<file path="src/hdl/ldf_pkg.sv">
package ldf_pkg;

  // Width of the payload byte counter; header lengths above its range saturate.
  localparam int LENGTH_WIDTH = 32;

  localparam int HEADER_BYTES = 8;
  localparam int HC_W         = 4;
  localparam logic [HC_W-1:0] HC_PAYLOAD = HC_W'(HEADER_BYTES);
  localparam logic [HC_W-1:0] HC_START   = '0;
  localparam logic [HC_W-1:0] HC_TYPE0   = 4'd4;

  localparam logic [31:0] LENGTH_LIMIT = 32'((64'd1 << LENGTH_WIDTH) - 64'd1);

  localparam int QUEUE_DEPTH = 2;
  localparam int QPTR_W      = $clog2(QUEUE_DEPTH);
  localparam int QCNT_W      = $clog2(QUEUE_DEPTH + 1);

  localparam int OUT_DATA_W  = 72;

  typedef struct packed {
    logic [31:0] msg_length;
    logic [31:0] frame_type;
    logic [7:0]  payload_byte;
    logic        is_last;
    logic        is_empty;
  } ldf_entry_t;

  typedef struct packed {
    logic full;
    logic empty;
  } ldf_qstat_t;

endpackage

</file>
<file path="src/hdl/ldf_front.sv">
module ldf_front
  import ldf_pkg::*;
(
  input  logic       clk,
  input  logic       rst_n,
  input  logic       in_tvalid,
  output logic       in_tready,
  input  logic [7:0] in_tdata,    // [7:0] rx_byte
  input  ldf_qstat_t q_stat,
  output logic       push,
  output ldf_entry_t push_entry
);

  logic [HC_W-1:0]         header_count_r, header_count_nxt;
  logic [31:0]             length_word_r, length_word_nxt;
  logic [31:0]             type_word_r, type_word_nxt;
  logic [LENGTH_WIDTH-1:0] bytes_remaining_r, bytes_remaining_nxt;

  logic                    accept;
  logic [HC_W-1:0]         hc, hc_inc;
  logic [31:0]             len_base, type_base, len_sat;
  logic [LENGTH_WIDTH-1:0] left;
  logic                    res_valid;
  ldf_entry_t              res;

  assign in_tready = !q_stat.full;
  assign accept    = in_tvalid && in_tready;

  always_comb begin
    hc = header_count_r;
    if (hc > HC_PAYLOAD || (hc == HC_PAYLOAD && bytes_remaining_r == '0)) begin
      hc = HC_START;
    end
    hc_inc    = hc + 4'd1;
    left      = bytes_remaining_r - LENGTH_WIDTH'(1);
    len_base  = (hc == HC_START) ? 32'd0 : length_word_r;
    type_base = (hc == HC_START) ? 32'd0 : type_word_r;
    len_sat   = '0;

    header_count_nxt    = header_count_r;
    length_word_nxt     = length_word_r;
    type_word_nxt       = type_word_r;
    bytes_remaining_nxt = bytes_remaining_r;
    res_valid           = 1'b0;
    res                 = '0;

    if (hc == HC_PAYLOAD) begin
      res_valid           = 1'b1;
      res.payload_byte    = in_tdata;
      res.frame_type      = type_word_r;
      res.msg_length      = length_word_r;
      res.is_last         = (left == '0);
      bytes_remaining_nxt = left;
      header_count_nxt    = (left == '0) ? HC_START : HC_PAYLOAD;
    end else begin
      length_word_nxt = len_base;
      type_word_nxt   = type_base;
      if (hc < HC_TYPE0) begin
        length_word_nxt = len_base | ({24'd0, in_tdata} << {hc[1:0], 3'd0});
      end else begin
        type_word_nxt = type_base | ({24'd0, in_tdata} << {hc[1:0], 3'd0});
      end
      if (hc_inc < HC_PAYLOAD) begin
        header_count_nxt = hc_inc;
      end else begin
        // header done: clamp length to counter range
        len_sat         = (length_word_nxt > LENGTH_LIMIT) ? LENGTH_LIMIT : length_word_nxt;
        length_word_nxt = len_sat;
        if (len_sat == '0) begin
          res_valid           = 1'b1;
          res.frame_type      = type_word_nxt;
          res.msg_length      = '0;
          res.is_last         = 1'b1;
          res.is_empty        = 1'b1;
          bytes_remaining_nxt = '0;
          header_count_nxt    = HC_START;
        end else begin
          bytes_remaining_nxt = len_sat[LENGTH_WIDTH-1:0];
          header_count_nxt    = HC_PAYLOAD;
        end
      end
    end
  end

  always_ff @(posedge clk) begin
    if (!rst_n) begin
      header_count_r    <= '0;
      length_word_r     <= '0;
      type_word_r       <= '0;
      bytes_remaining_r <= '0;
    end else if (accept) begin
      header_count_r    <= header_count_nxt;
      length_word_r     <= length_word_nxt;
      type_word_r       <= type_word_nxt;
      bytes_remaining_r <= bytes_remaining_nxt;
    end
  end

  assign push       = accept && res_valid;
  assign push_entry = res;

endmodule

</file>
<file path="src/hdl/ldf_queue.sv">
module ldf_queue
  import ldf_pkg::*;
(
  input  logic       clk,
  input  logic       rst_n,
  input  logic       push,
  input  ldf_entry_t push_entry,
  input  logic       pop,
  output ldf_entry_t pop_entry,
  output ldf_qstat_t q_stat
);

  ldf_entry_t        mem_r [QUEUE_DEPTH];
  logic [QPTR_W-1:0] wr_ptr_r, rd_ptr_r;
  logic [QCNT_W-1:0] count_r, count_nxt;

  always_comb begin
    count_nxt = count_r;
    if (push && !pop) begin
      count_nxt = count_r + QCNT_W'(1);
    end else if (pop && !push) begin
      count_nxt = count_r - QCNT_W'(1);
    end
  end

  always_ff @(posedge clk) begin
    if (!rst_n) begin
      wr_ptr_r <= '0;
      rd_ptr_r <= '0;
      count_r  <= '0;
    end else begin
      if (push) begin
        wr_ptr_r <= (wr_ptr_r == QPTR_W'(QUEUE_DEPTH - 1)) ? '0 : wr_ptr_r + QPTR_W'(1);
      end
      if (pop) begin
        rd_ptr_r <= (rd_ptr_r == QPTR_W'(QUEUE_DEPTH - 1)) ? '0 : rd_ptr_r + QPTR_W'(1);
      end
      count_r <= count_nxt;
    end
  end

  always_ff @(posedge clk) begin
    if (push) begin
      mem_r[wr_ptr_r] <= push_entry;
    end
  end

  assign pop_entry    = mem_r[rd_ptr_r];
  assign q_stat.full  = (count_r == QCNT_W'(QUEUE_DEPTH));
  assign q_stat.empty = (count_r == '0);

endmodule

</file>
<file path="src/hdl/ldf_back.sv">
module ldf_back
  import ldf_pkg::*;
(
  input  logic                  clk,
  input  logic                  rst_n,
  input  ldf_qstat_t            q_stat,
  input  ldf_entry_t            pop_entry,
  output logic                  pop,
  output logic                  out_tvalid,
  input  logic                  out_tready,
  output logic [OUT_DATA_W-1:0] out_tdata,  // [7:0] payload_byte, [39:8] frame_type,
                                            // [71:40] msg_length
  output logic                  out_tlast,  // is_last
  output logic                  out_tuser   // is_empty
);

  logic       out_valid_r;
  ldf_entry_t out_entry_r;

  assign pop = !q_stat.empty && (!out_valid_r || out_tready);

  always_ff @(posedge clk) begin
    if (!rst_n) begin
      out_valid_r <= 1'b0;
    end else if (pop) begin
      out_valid_r <= 1'b1;
    end else if (out_tready) begin
      out_valid_r <= 1'b0;
    end
  end

  always_ff @(posedge clk) begin
    if (pop) begin
      out_entry_r <= pop_entry;
    end
  end

  assign out_tvalid = out_valid_r;
  assign out_tdata  = {out_entry_r.msg_length, out_entry_r.frame_type, out_entry_r.payload_byte};
  assign out_tlast  = out_entry_r.is_last;
  assign out_tuser  = out_entry_r.is_empty;

endmodule

</file>
<file path="src/hdl/length_prefixed_deframer.sv">
// Length-prefixed message deframer. Takes a byte stream, one byte per request,
// and splits it into messages that each start with an 8-byte header: payload
// length (bytes 0..3, little-endian) then message type (bytes 4..7,
// little-endian). Header bytes give no output. Each payload byte comes out as
// one request carrying the byte, the message type and the length, with tlast
// on the final byte. A zero-length message gives one request with data byte 0,
// tlast and tuser (empty) set. Lengths above the counter range (LENGTH_WIDTH
// in the package) saturate, and the saturated value is what is reported.
// Throughput is one byte per clock while the queue has room (in_tready drops
// when it is full): the header parser updates its counters for each byte.
// A result is registered in the 2-entry queue and then in the output register
// before out_tvalid rises; the queue lets the input keep flowing while a
// result waits on out_tready.
module length_prefixed_deframer
  import ldf_pkg::*;
(
  input  logic                  clk,
  input  logic                  rst_n,
  input  logic                  in_tvalid,
  output logic                  in_tready,
  input  logic [7:0]            in_tdata,   // [7:0] rx_byte
  output logic                  out_tvalid,
  input  logic                  out_tready,
  output logic [OUT_DATA_W-1:0] out_tdata,  // [7:0] payload_byte, [39:8] frame_type,
                                            // [71:40] msg_length
  output logic                  out_tlast,  // is_last
  output logic                  out_tuser   // is_empty
);

  ldf_qstat_t q_stat;
  logic       push, pop;
  ldf_entry_t push_entry, pop_entry;

  // front: header parsing and classification of each byte
  ldf_front u_front (
    .clk        (clk),
    .rst_n      (rst_n),
    .in_tvalid  (in_tvalid),
    .in_tready  (in_tready),
    .in_tdata   (in_tdata),
    .q_stat     (q_stat),
    .push       (push),
    .push_entry (push_entry)
  );

  // decoupling queue between parser and output stage
  ldf_queue u_queue (
    .clk        (clk),
    .rst_n      (rst_n),
    .push       (push),
    .push_entry (push_entry),
    .pop        (pop),
    .pop_entry  (pop_entry),
    .q_stat     (q_stat)
  );

  // back: output register toward the result stream
  ldf_back u_back (
    .clk        (clk),
    .rst_n      (rst_n),
    .q_stat     (q_stat),
    .pop_entry  (pop_entry),
    .pop        (pop),
    .out_tvalid (out_tvalid),
    .out_tready (out_tready),
    .out_tdata  (out_tdata),
    .out_tlast  (out_tlast),
    .out_tuser  (out_tuser)
  );

  // queue never written while full
  a_no_overflow: assert property (@(posedge clk) disable iff (!rst_n)
    !(push && q_stat.full))
    else $error("deframer queue overflow");

  // never popped while empty
  a_no_underflow: assert property (@(posedge clk) disable iff (!rst_n)
    !(pop && q_stat.empty))
    else $error("deframer queue underflow");

  // an empty-message result is always last with a zero data byte
  a_empty_form: assert property (@(posedge clk) disable iff (!rst_n)
    (out_tvalid && out_tuser) |-> (out_tlast && out_tdata[7:0] == 8'd0))
    else $error("malformed empty-message result");

  // reset leaves no result pending
  a_reset_idle: assert property (@(posedge clk)
    !rst_n |=> !out_tvalid)
    else $error("result pending after reset");

endmodule

</file>
<file path="config.mk">
export PLATFORM = sky130hd
export DESIGN_NAME = length_prefixed_deframer
export DESIGN_NICKNAME = d
export VERILOG_FILES = /design/src/hdl/ldf_pkg.sv /design/src/hdl/ldf_front.sv /design/src/hdl/ldf_queue.sv /design/src/hdl/ldf_back.sv /design/src/hdl/length_prefixed_deframer.sv
export SDC_FILE = /design/constraint.sdc
export NUM_CORES = 1
export LEC_CHECK = 0
export BUFFER_PORTS_ARGS = -buffer_cell sky130_fd_sc_hd__buf_4
export CAP_MARGIN = 20
export CORE_ASPECT_RATIO = 0.8
export CORE_MARGIN = 5
export CORE_UTILIZATION = 50
export CTS_CLUSTER_DIAMETER = 100
export DETAILED_ROUTE_END_ITERATION = 7
export PLACE_DENSITY_LB_ADDON = 0.08
export SLEW_MARGIN = 20
export SYNTH_ARGS = -nofsm -noshare
export SYNTH_HDL_FRONTEND = slang
export SYNTH_SLANG_ARGS = --single-unit
</file>
<file path="constraint.sdc">
create_clock -name clk -period 6.75 [get_ports clk]
set_clock_uncertainty 0.15 [all_clocks]
set_input_delay 0 -clock clk [delete_from_list [all_inputs] [get_ports clk]]
set_output_delay 0 -clock clk [all_outputs]
set_load 0.01 [all_outputs]
</file>
==> impl_metrics.toml, run 1 <==
[placed_design]
pre_cts_ws_ns = 2.04
dp_hpwl_mm = 20.7
dpl.cell_count = 1489
postPlaceCellArea_mm2 = 0.0145
io_buffers = 87
routabilityCongestion = 0.921

[synth]
ys_warn_count = 0
synthCells = 1105
synth_compound_area_share_pct = 12.1
yosysSeqAreaShare_pct = 64.5
synthesis.nets = 1122
synth_edf_count = 222
synth-async-reset-ratio_pct = 0
synth_flop_cell = "edfxtp_1"
synthMuxAreaShare_pct = 6.27
synth_area_mm2 = 0.0136
yosys.area_share.xor_xnor_pct = 0.515
synth_simple_gate_area_share_pct = 13.6
synth_top_family_by_area = "simple AND/OR/NAND/NOR gates"
syn_area_per_cell_um2 = 12.3
ys_top_cells_by_area = "edfxtp_1 49%, dfxtp_1 15%, mux2_2 6.1%, nor2_1 3.2%, a21oi_1 2.6%"
synth_fa_ha_area_share_pct = 0.460
synth_cell_types = 68
synth_top_area_share_pct = 49.0
ys_seq_elements = 327
synth_top_cell_by_area = "edfxtp_1"

[die]
dieArea_mm2 = 0.0306
initial_core_util_pct = 50.3
die_x_um = 194
die_y_um = 158
io_pins = 88
coreArea_mm2 = 0.0270
rows = 54

[run]
cap_viol_max_count = 0

[global_routing]
antenna_found_initial = 1
grt_usage_pct = 21.1
grt_max_degree = 76
grt_overflow = 0
first_global_vias = 8681
grt_pass1_wl_mm = 50.9

[status]
status = "finished clean"

[pwr]
power_mw = 5.47
powerDensity_mw_per_mm2 = 348
intPower_mw = 3.97
seqPwrFrac_pct = 47.9
peakVddDrop_mv = 0.199
switching_share_pct = 27.3
pwr-share-comb_pct = 19.1
power.leakage_nw = 5.46
p_sw_mw = 1.49
clkPwrFrac_pct = 32.9

[cells_and_area]
layout.cells.most_common = "edfxtp_1"
fin_util_pct = 58.2
design_area_mm2 = 0.0157
areaGrowthSynthToFinish_pct = 15.6
final_cell_mix = "222 x edfxtp_1, 114 x nor2_1, 104 x dfxtp_1, 99 x buf_4, 74 x mux2_2"
multi_input_area_mm2 = 0.00452
drive_gt1_share_pct = 20.8
n_fill_cell = 2215
layout.cells.non_filler = 1563
ff_latch_area_mm2 = 0.00877
nets = 1189

[critical_path]
cpPeakStageDelay_ns = 0.81
worstPathArrival_ns = 4.74
critPathLaunchType = "flip-flop"
worst-setup-path-type = "reg -> reg"
required_ns = 6.72
crit_slowest_cell = "or4_1"
critPathCaptureType = "flip-flop"
critPathMaxFanout = 74
cp_cell_sequence = "inv_1 > ha_1 > or3b_1 > or4_1 > or4_1 > and2_1 > and3_1 > and2_4 > buf_4"
path_common_cell = "or4_1"

[clock_network]
root_buffer = "clkbuf_16"
clock-sinks = 327
cts_tree = "done"
clkSlewWorstSetupHoldPaths_ns = 0.06
clock_path_buffers = 3
clkLatencyLatePin_ns = 0.51
cts_made_buffers = 34
ctsResizeCount = 0
cts_htree_levels = 2

[sta]
tns_ns = 0
min_period_ns = 4.77
tightest_slew_ns = 1.07
holdWs_ns = 0.266
worst_slack_ns = 1.98
slew_violations = 0
max-slew-margin-rel_pct = 28.8
hold_viol_final = 0
finalCritPeriodShare_pct = 70.6
rsz0062_at_grt = "false"
setup_viol = 0
fmax_mhz = 210

[detailed_routing]
vias_per_cell = 5.80
wl_per_cell_um = 20.8
drt_iter0_drc = 871
num_vias = 9069
drc_errors = 0
postRouteAntennaNets = 0
dr.pass1.iters = 5
wirelength_mm = 32.5

[hold_path]
min_path_type = "in -> reg"
[timing repair]
item                                    in CTS  in global routing
setup buffers                                0                  0
hold buffers                                11                  0
endpoints found under the setup margin       0                  0
endpoints found under the hold margin      134                  0
[per-layer routing]
layer  global-route usage [%]  routed length (um)
met2                     31.5               14100
met4                     6.73                 969
met5                        0                  13
met3                     4.04                2310
met1                     31.4               15100
[cells in the mapped netlist, drive strengths merged, types with 3 or more instances]
| master | instances |
|---|---|
| xor2 | 4 |
| a22oi | 39 |
| edfxtp | 222 |
| and3 | 6 |
| o21ai | 37 |
| nand4 | 6 |
| o21a | 5 |
| nand2b | 5 |
| mux2 | 74 |
| o22ai | 5 |
| nand2 | 48 |
| nor2 | 116 |
| ha | 5 |
| dfxtp | 105 |
| nor3b | 4 |
| or3 | 15 |
| o32ai | 3 |
| a22o | 19 |
| xnor2 | 4 |
| nor4b | 4 |
| nand3 | 13 |
| a21o | 3 |
| a32oi | 3 |
| a2bb2oi | 10 |
| nor4 | 27 |
| and2 | 48 |
| clkbuf | 67 |
| a21oi | 72 |
| or4 | 8 |
| buf | 12 |
| a31oi | 12 |
| a221oi | 12 |
| inv | 11 |
| nor2b | 21 |
| nand3b | 4 |
| nor3 | 25 |
[power groups by stage]
stage,combinational (mW),clock (mW),sequential (mW)
global route,1.13,1.93,2.65
CTS,1.06,1.84,2.63
detailed placement,1.05,0,2.67
finish,1.05,1.80,2.62
floorplan,0.559,0,2.69
global placement,1.06,0,2.66
[final timing paths]
kind	from	end	depth (start not counted)	slack, ns
hold / removal	out_tready	u_back.out_tvalid	5	0.27
hold reg to reg	u_front.type_word_r[20]	u_front.type_word_r[20]	2	0.31
setup reg to reg	u_front.bytes_remaining_r[1]	u_queue.mem_r[1][52]	9	1.98
setup / recovery	u_front.bytes_remaining_r[1]	u_queue.mem_r[1][52]	9	1.98
[area by class of cell]
| type | count | area share, % |
|---|---|---|
| inverter | 11 | 0.263 |
| tap | 364 | 2.90 |
| sequential | 327 | 55.8 |
| multi-input combinational | 688 | 28.7 |
| clock inverter | 19 | 0.867 |
| timing repair buffer | 110 | 5.43 |
| antenna | 1 | 0.0159 |
| clock buffer | 43 | 6.02 |
[worst max-delay path, delay by kind of cell, from the launching register on]
family	cells	cell delay (ns)
adder cells (fa/ha/maj)	1	0.30
buffers and inverters	2	0.51
flip-flops	1	0.37
AND/OR/NAND/NOR	6	2.95
[sequential cells by signal (all words and copies together) (netlist names)]
name	flops
u_queue.mem_r	148
u_back.out_tdata	72
u_front.bytes_remaining_r	32
u_front.length_word_r	32
u_front.type_word_r	32
u_front.header_count_r	4
u_queue.count_r	2
u_back.out_tlast	1
u_back.out_tuser	1
u_back.out_tvalid	1
u_queue.rd_ptr_r	1
u_queue.wr_ptr_r	1
[cells by family after synthesis]
family / Yosys count
multiplexers: 76
buffers and inverters: 90
AND/OR/NAND/NOR: 356
flip-flops: 327
AO/OA/AOI/OAI: 243
XOR/XNOR: 8
adder cells (fa/ha/maj): 5
Note: power is estimated with default switching activity, not from simulation.
==> inputs of run 2 (changes only) <==
Settings changed: ABC_AREA from default to 1.
Clock period 6.75 ns to 3.9 ns, I/O delays scaled along.
==> impl_metrics.toml, run 2 <==
[die]
rows = 55
dieArea_mm2 = 0.0324
die_x_um = 200
coreArea_mm2 = 0.0284
initial_core_util_pct = 50.9
die_y_um = 162
io_pins = 88

[sta]
holdWs_ns = 0.340
tightest_slew_ns = 0.843
fmax_mhz = 274
tns_ns = 0
slew_violations = 0
min_period_ns = 3.65
hold_viol_final = 0
finalCritPeriodShare_pct = 93.7
setup_viol = 0
max-slew-margin-rel_pct = 43.7
worst_slack_ns = 0.247
rsz0062_at_grt = "true"

[synth]
ys_warn_count = 0
ys_seq_elements = 327
synth_flop_cell = "edfxtp_1"
synth_common_cells = "475 x nand2_1, 222 x edfxtp_1, 159 x inv_1"
synth_top_area_share_pct = 46.2
ys_top_cells_by_area = "edfxtp_1 46%, dfxtp_1 15%, nand2_1 12%, a21oi_1 4.3%, inv_1 4.1%"
syn_area_per_cell_um2 = 9.21
synth_top_cell_by_area = "edfxtp_1"
synthesis.nets = 1584
synth_cell_types = 31
synth_area_mm2 = 0.0144
yosysMostFrequentCell = "nand2_1"
synth_edf_count = 222
synthCells = 1567
synth-async-reset-ratio_pct = 0
yosysSeqAreaShare_pct = 60.8

[pwr]
intPower_mw = 8.81
clkPwrFrac_pct = 20.3
powerDensity_mw_per_mm2 = 898
power.leakage_nw = 7.05
switching_share_pct = 41.9
seqPwrFrac_pct = 32.9
p_sw_mw = 6.35
pwr-share-comb_pct = 46.8
peakVddDrop_mv = 0.480

[cells_and_area]
final_cell_mix = "474 x nand2_1, 222 x edfxtp_1, 155 x inv_1, 140 x nor2_1, 124 x a21oi_1"
drive_gt1_share_pct = 14.2
num_antenna_cells = 0
top_register = "u_queue.mem_r"
areaGrowthSynthToFinish_pct = 17.0
nets = 1680
layout.cells.most_common = "nand2_1"
layout.cells.non_filler = 2059
largest_reg_flops = 148
fin_util_pct = 59.6

[hold_path]
worstHoldPathCells = 5
min_path_type = "in -> reg"
hold-path-endpoint = "u_front.header_count_r[1]"
hp-start = "in_tvalid"

[critical_path]
worst-setup-path-type = "reg -> reg"
cp_cell_sequence = "nor2_1 > nand2_4 > nor2_4 > nand2_1 > nor2_2 > nand2_1 > nand3_4 > ha_4 > nand3_4 > buf_12 > nand2_1 > o21ai_0 > nor2_1 > nand2_1 > nor2_1 > nand2_1 > o21bai_2 > inv_1 > nor2_2 > ha_1 > a21oi_1 > o21ai_0 > o21ai_1 > a21oi_1"
cpPeakStageDelay_ns = 0.34
r2r_slack_ns = 0.25
worstReg2RegStart = "u_front.bytes_remaining_r[2]"
critPathLaunchType = "flip-flop"
crit_slowest_cell = "dfxtp_1"
critPathCaptureType = "flip-flop"
required_ns = 4.14
path_common_cell = "nand2_1"
ff2ff_path_depth = 24
critPathMaxFanout = 14
r2r-end = "u_queue.count_r[1]"
worstPathArrival_ns = 3.89

[global_routing]
grt_overflow = 0
grt_pass1_wl_mm = 54.8
grt_usage_pct = 21.4
grt_max_degree = 81
antenna_found_initial = 0
first_global_vias = 10000

[status]
status = "finished clean"

[clock_network]
cts_htree_levels = 2
clkSlewWorstSetupHoldPaths_ns = 0.06
clock-sinks = 327
cts_tree = "done"
clock_path_buffers = 3
root_buffer = "clkbuf_16"
cts_made_buffers = 34
clkLatencyLatePin_ns = 0.52

[placed_design]
dp_hpwl_mm = 23.5
dpl.cell_count = 1979
pre_cts_ws_ns = 0.0868
io_buffers = 87
routabilityCongestion = 0.919

[detailed_routing]
num_vias = 10900
drc_errors = 0
dr.pass1.iters = 5
wirelength_mm = 35.6
wl_per_cell_um = 17.3
vias_per_cell = 5.28
postRouteAntennaNets = 0
drt_iter0_drc = 845

[run]
cap_viol_max_count = 0
[run 2: cell types whose count changed after synthesis, moves of 24 or more]
cell     change
a21oi_1     +55
a22oi_1     -39
and2_1      -48
inv_1      +149
mux2_2      -74
nand2_1    +427
nor2_1      +28
o21ai_0     +65
o22ai_2     +24
[run 2: repair_timing]
item,in CTS,in global routing
hold endpoints to repair,63,0
resized for setup,0,11
endpoints found under the setup margin,0,157
buffers inserted,0,3
hold buffers,12,0
[run 2: per-layer routing]
layer / GRT usage, % / wire, um / vias to the layer above
met5: 0 / 0 / -
met4: 4.29 / 547 / 0
met3: 3.65 / 2640 / 39
met2: 31.4 / 15200 / 342
met1: 33.7 / 17200 / 5108
li1: - / - / 5375
[run 2: how the worst max path moves through the flow]
stage	start	end	slack, ns
2_1_floorplan	u_front.bytes_remaining_r[1]	u_queue.mem_r[0][0]	-1.03
3_3_place_gp	u_front.bytes_remaining_r[2]	u_queue.count_r[1]	0.14
3_5_place_dp	u_front.bytes_remaining_r[1]	u_queue.count_r[1]	0.09
4_1_cts	u_front.bytes_remaining_r[2]	u_queue.count_r[1]	0.07
5_1_grt	u_front.bytes_remaining_r[1]	u_queue.count_r[1]	-0.009
6_report	u_front.bytes_remaining_r[2]	u_queue.count_r[1]	0.25
[run 2: kinds of logic after synthesis]
family	share of synthesized area (%)
simple gates	18.5
flops	60.8
compound gates	11.8
buf+inv	7.01
xor+xnor	1.46
fa+ha+maj	0.434
[run 2: final cells by class]
type / instances / area, um2
clock inverters: 13 / 103
well taps: 370 / 463
repair buffers: 142 / 1210
inverters: 172 / 656
clock buffers: 49 / 948
fillers: 2485 / 11500
flip-flops and latches: 327 / 8770
multi-input cells: 986 / 4730
[run 2: per-stage QoR]
stage / instance area (um2) / total power [mW]
final: 16900 / 15.2
after global routing: 16900 / 16.2
after CTS: 16800 / 14.9
after detailed placement: 15600 / 11.8
after global placement: 15600 / 11.8
after floorplan: 14500 / 9.59
[run 2: worst max-delay path: cells and delay by family (launching register included)]
family | cells | cell delay, ns
AOI/OAI and AO/OA | 6 | 0.72
adders and majority gates | 2 | 0.41
buffers and inverters | 2 | 0.29
DFF | 1 | 0.34
and+or+nand+nor | 14 | 1.64
[run 2: power by group through the flow]
| stage | combinational (mW) | sequential [mW] | clock (mW) |
|---|---|---|---|
| floorplan | 4.34 | 5.25 | 0 |
| global placement | 6.72 | 5.04 | 0 |
| detailed placement | 6.75 | 5.06 | 0 |
| CTS | 6.80 | 4.99 | 3.14 |
| global route | 7.83 | 5.08 | 3.29 |
| finish | 7.09 | 5.00 | 3.08 |
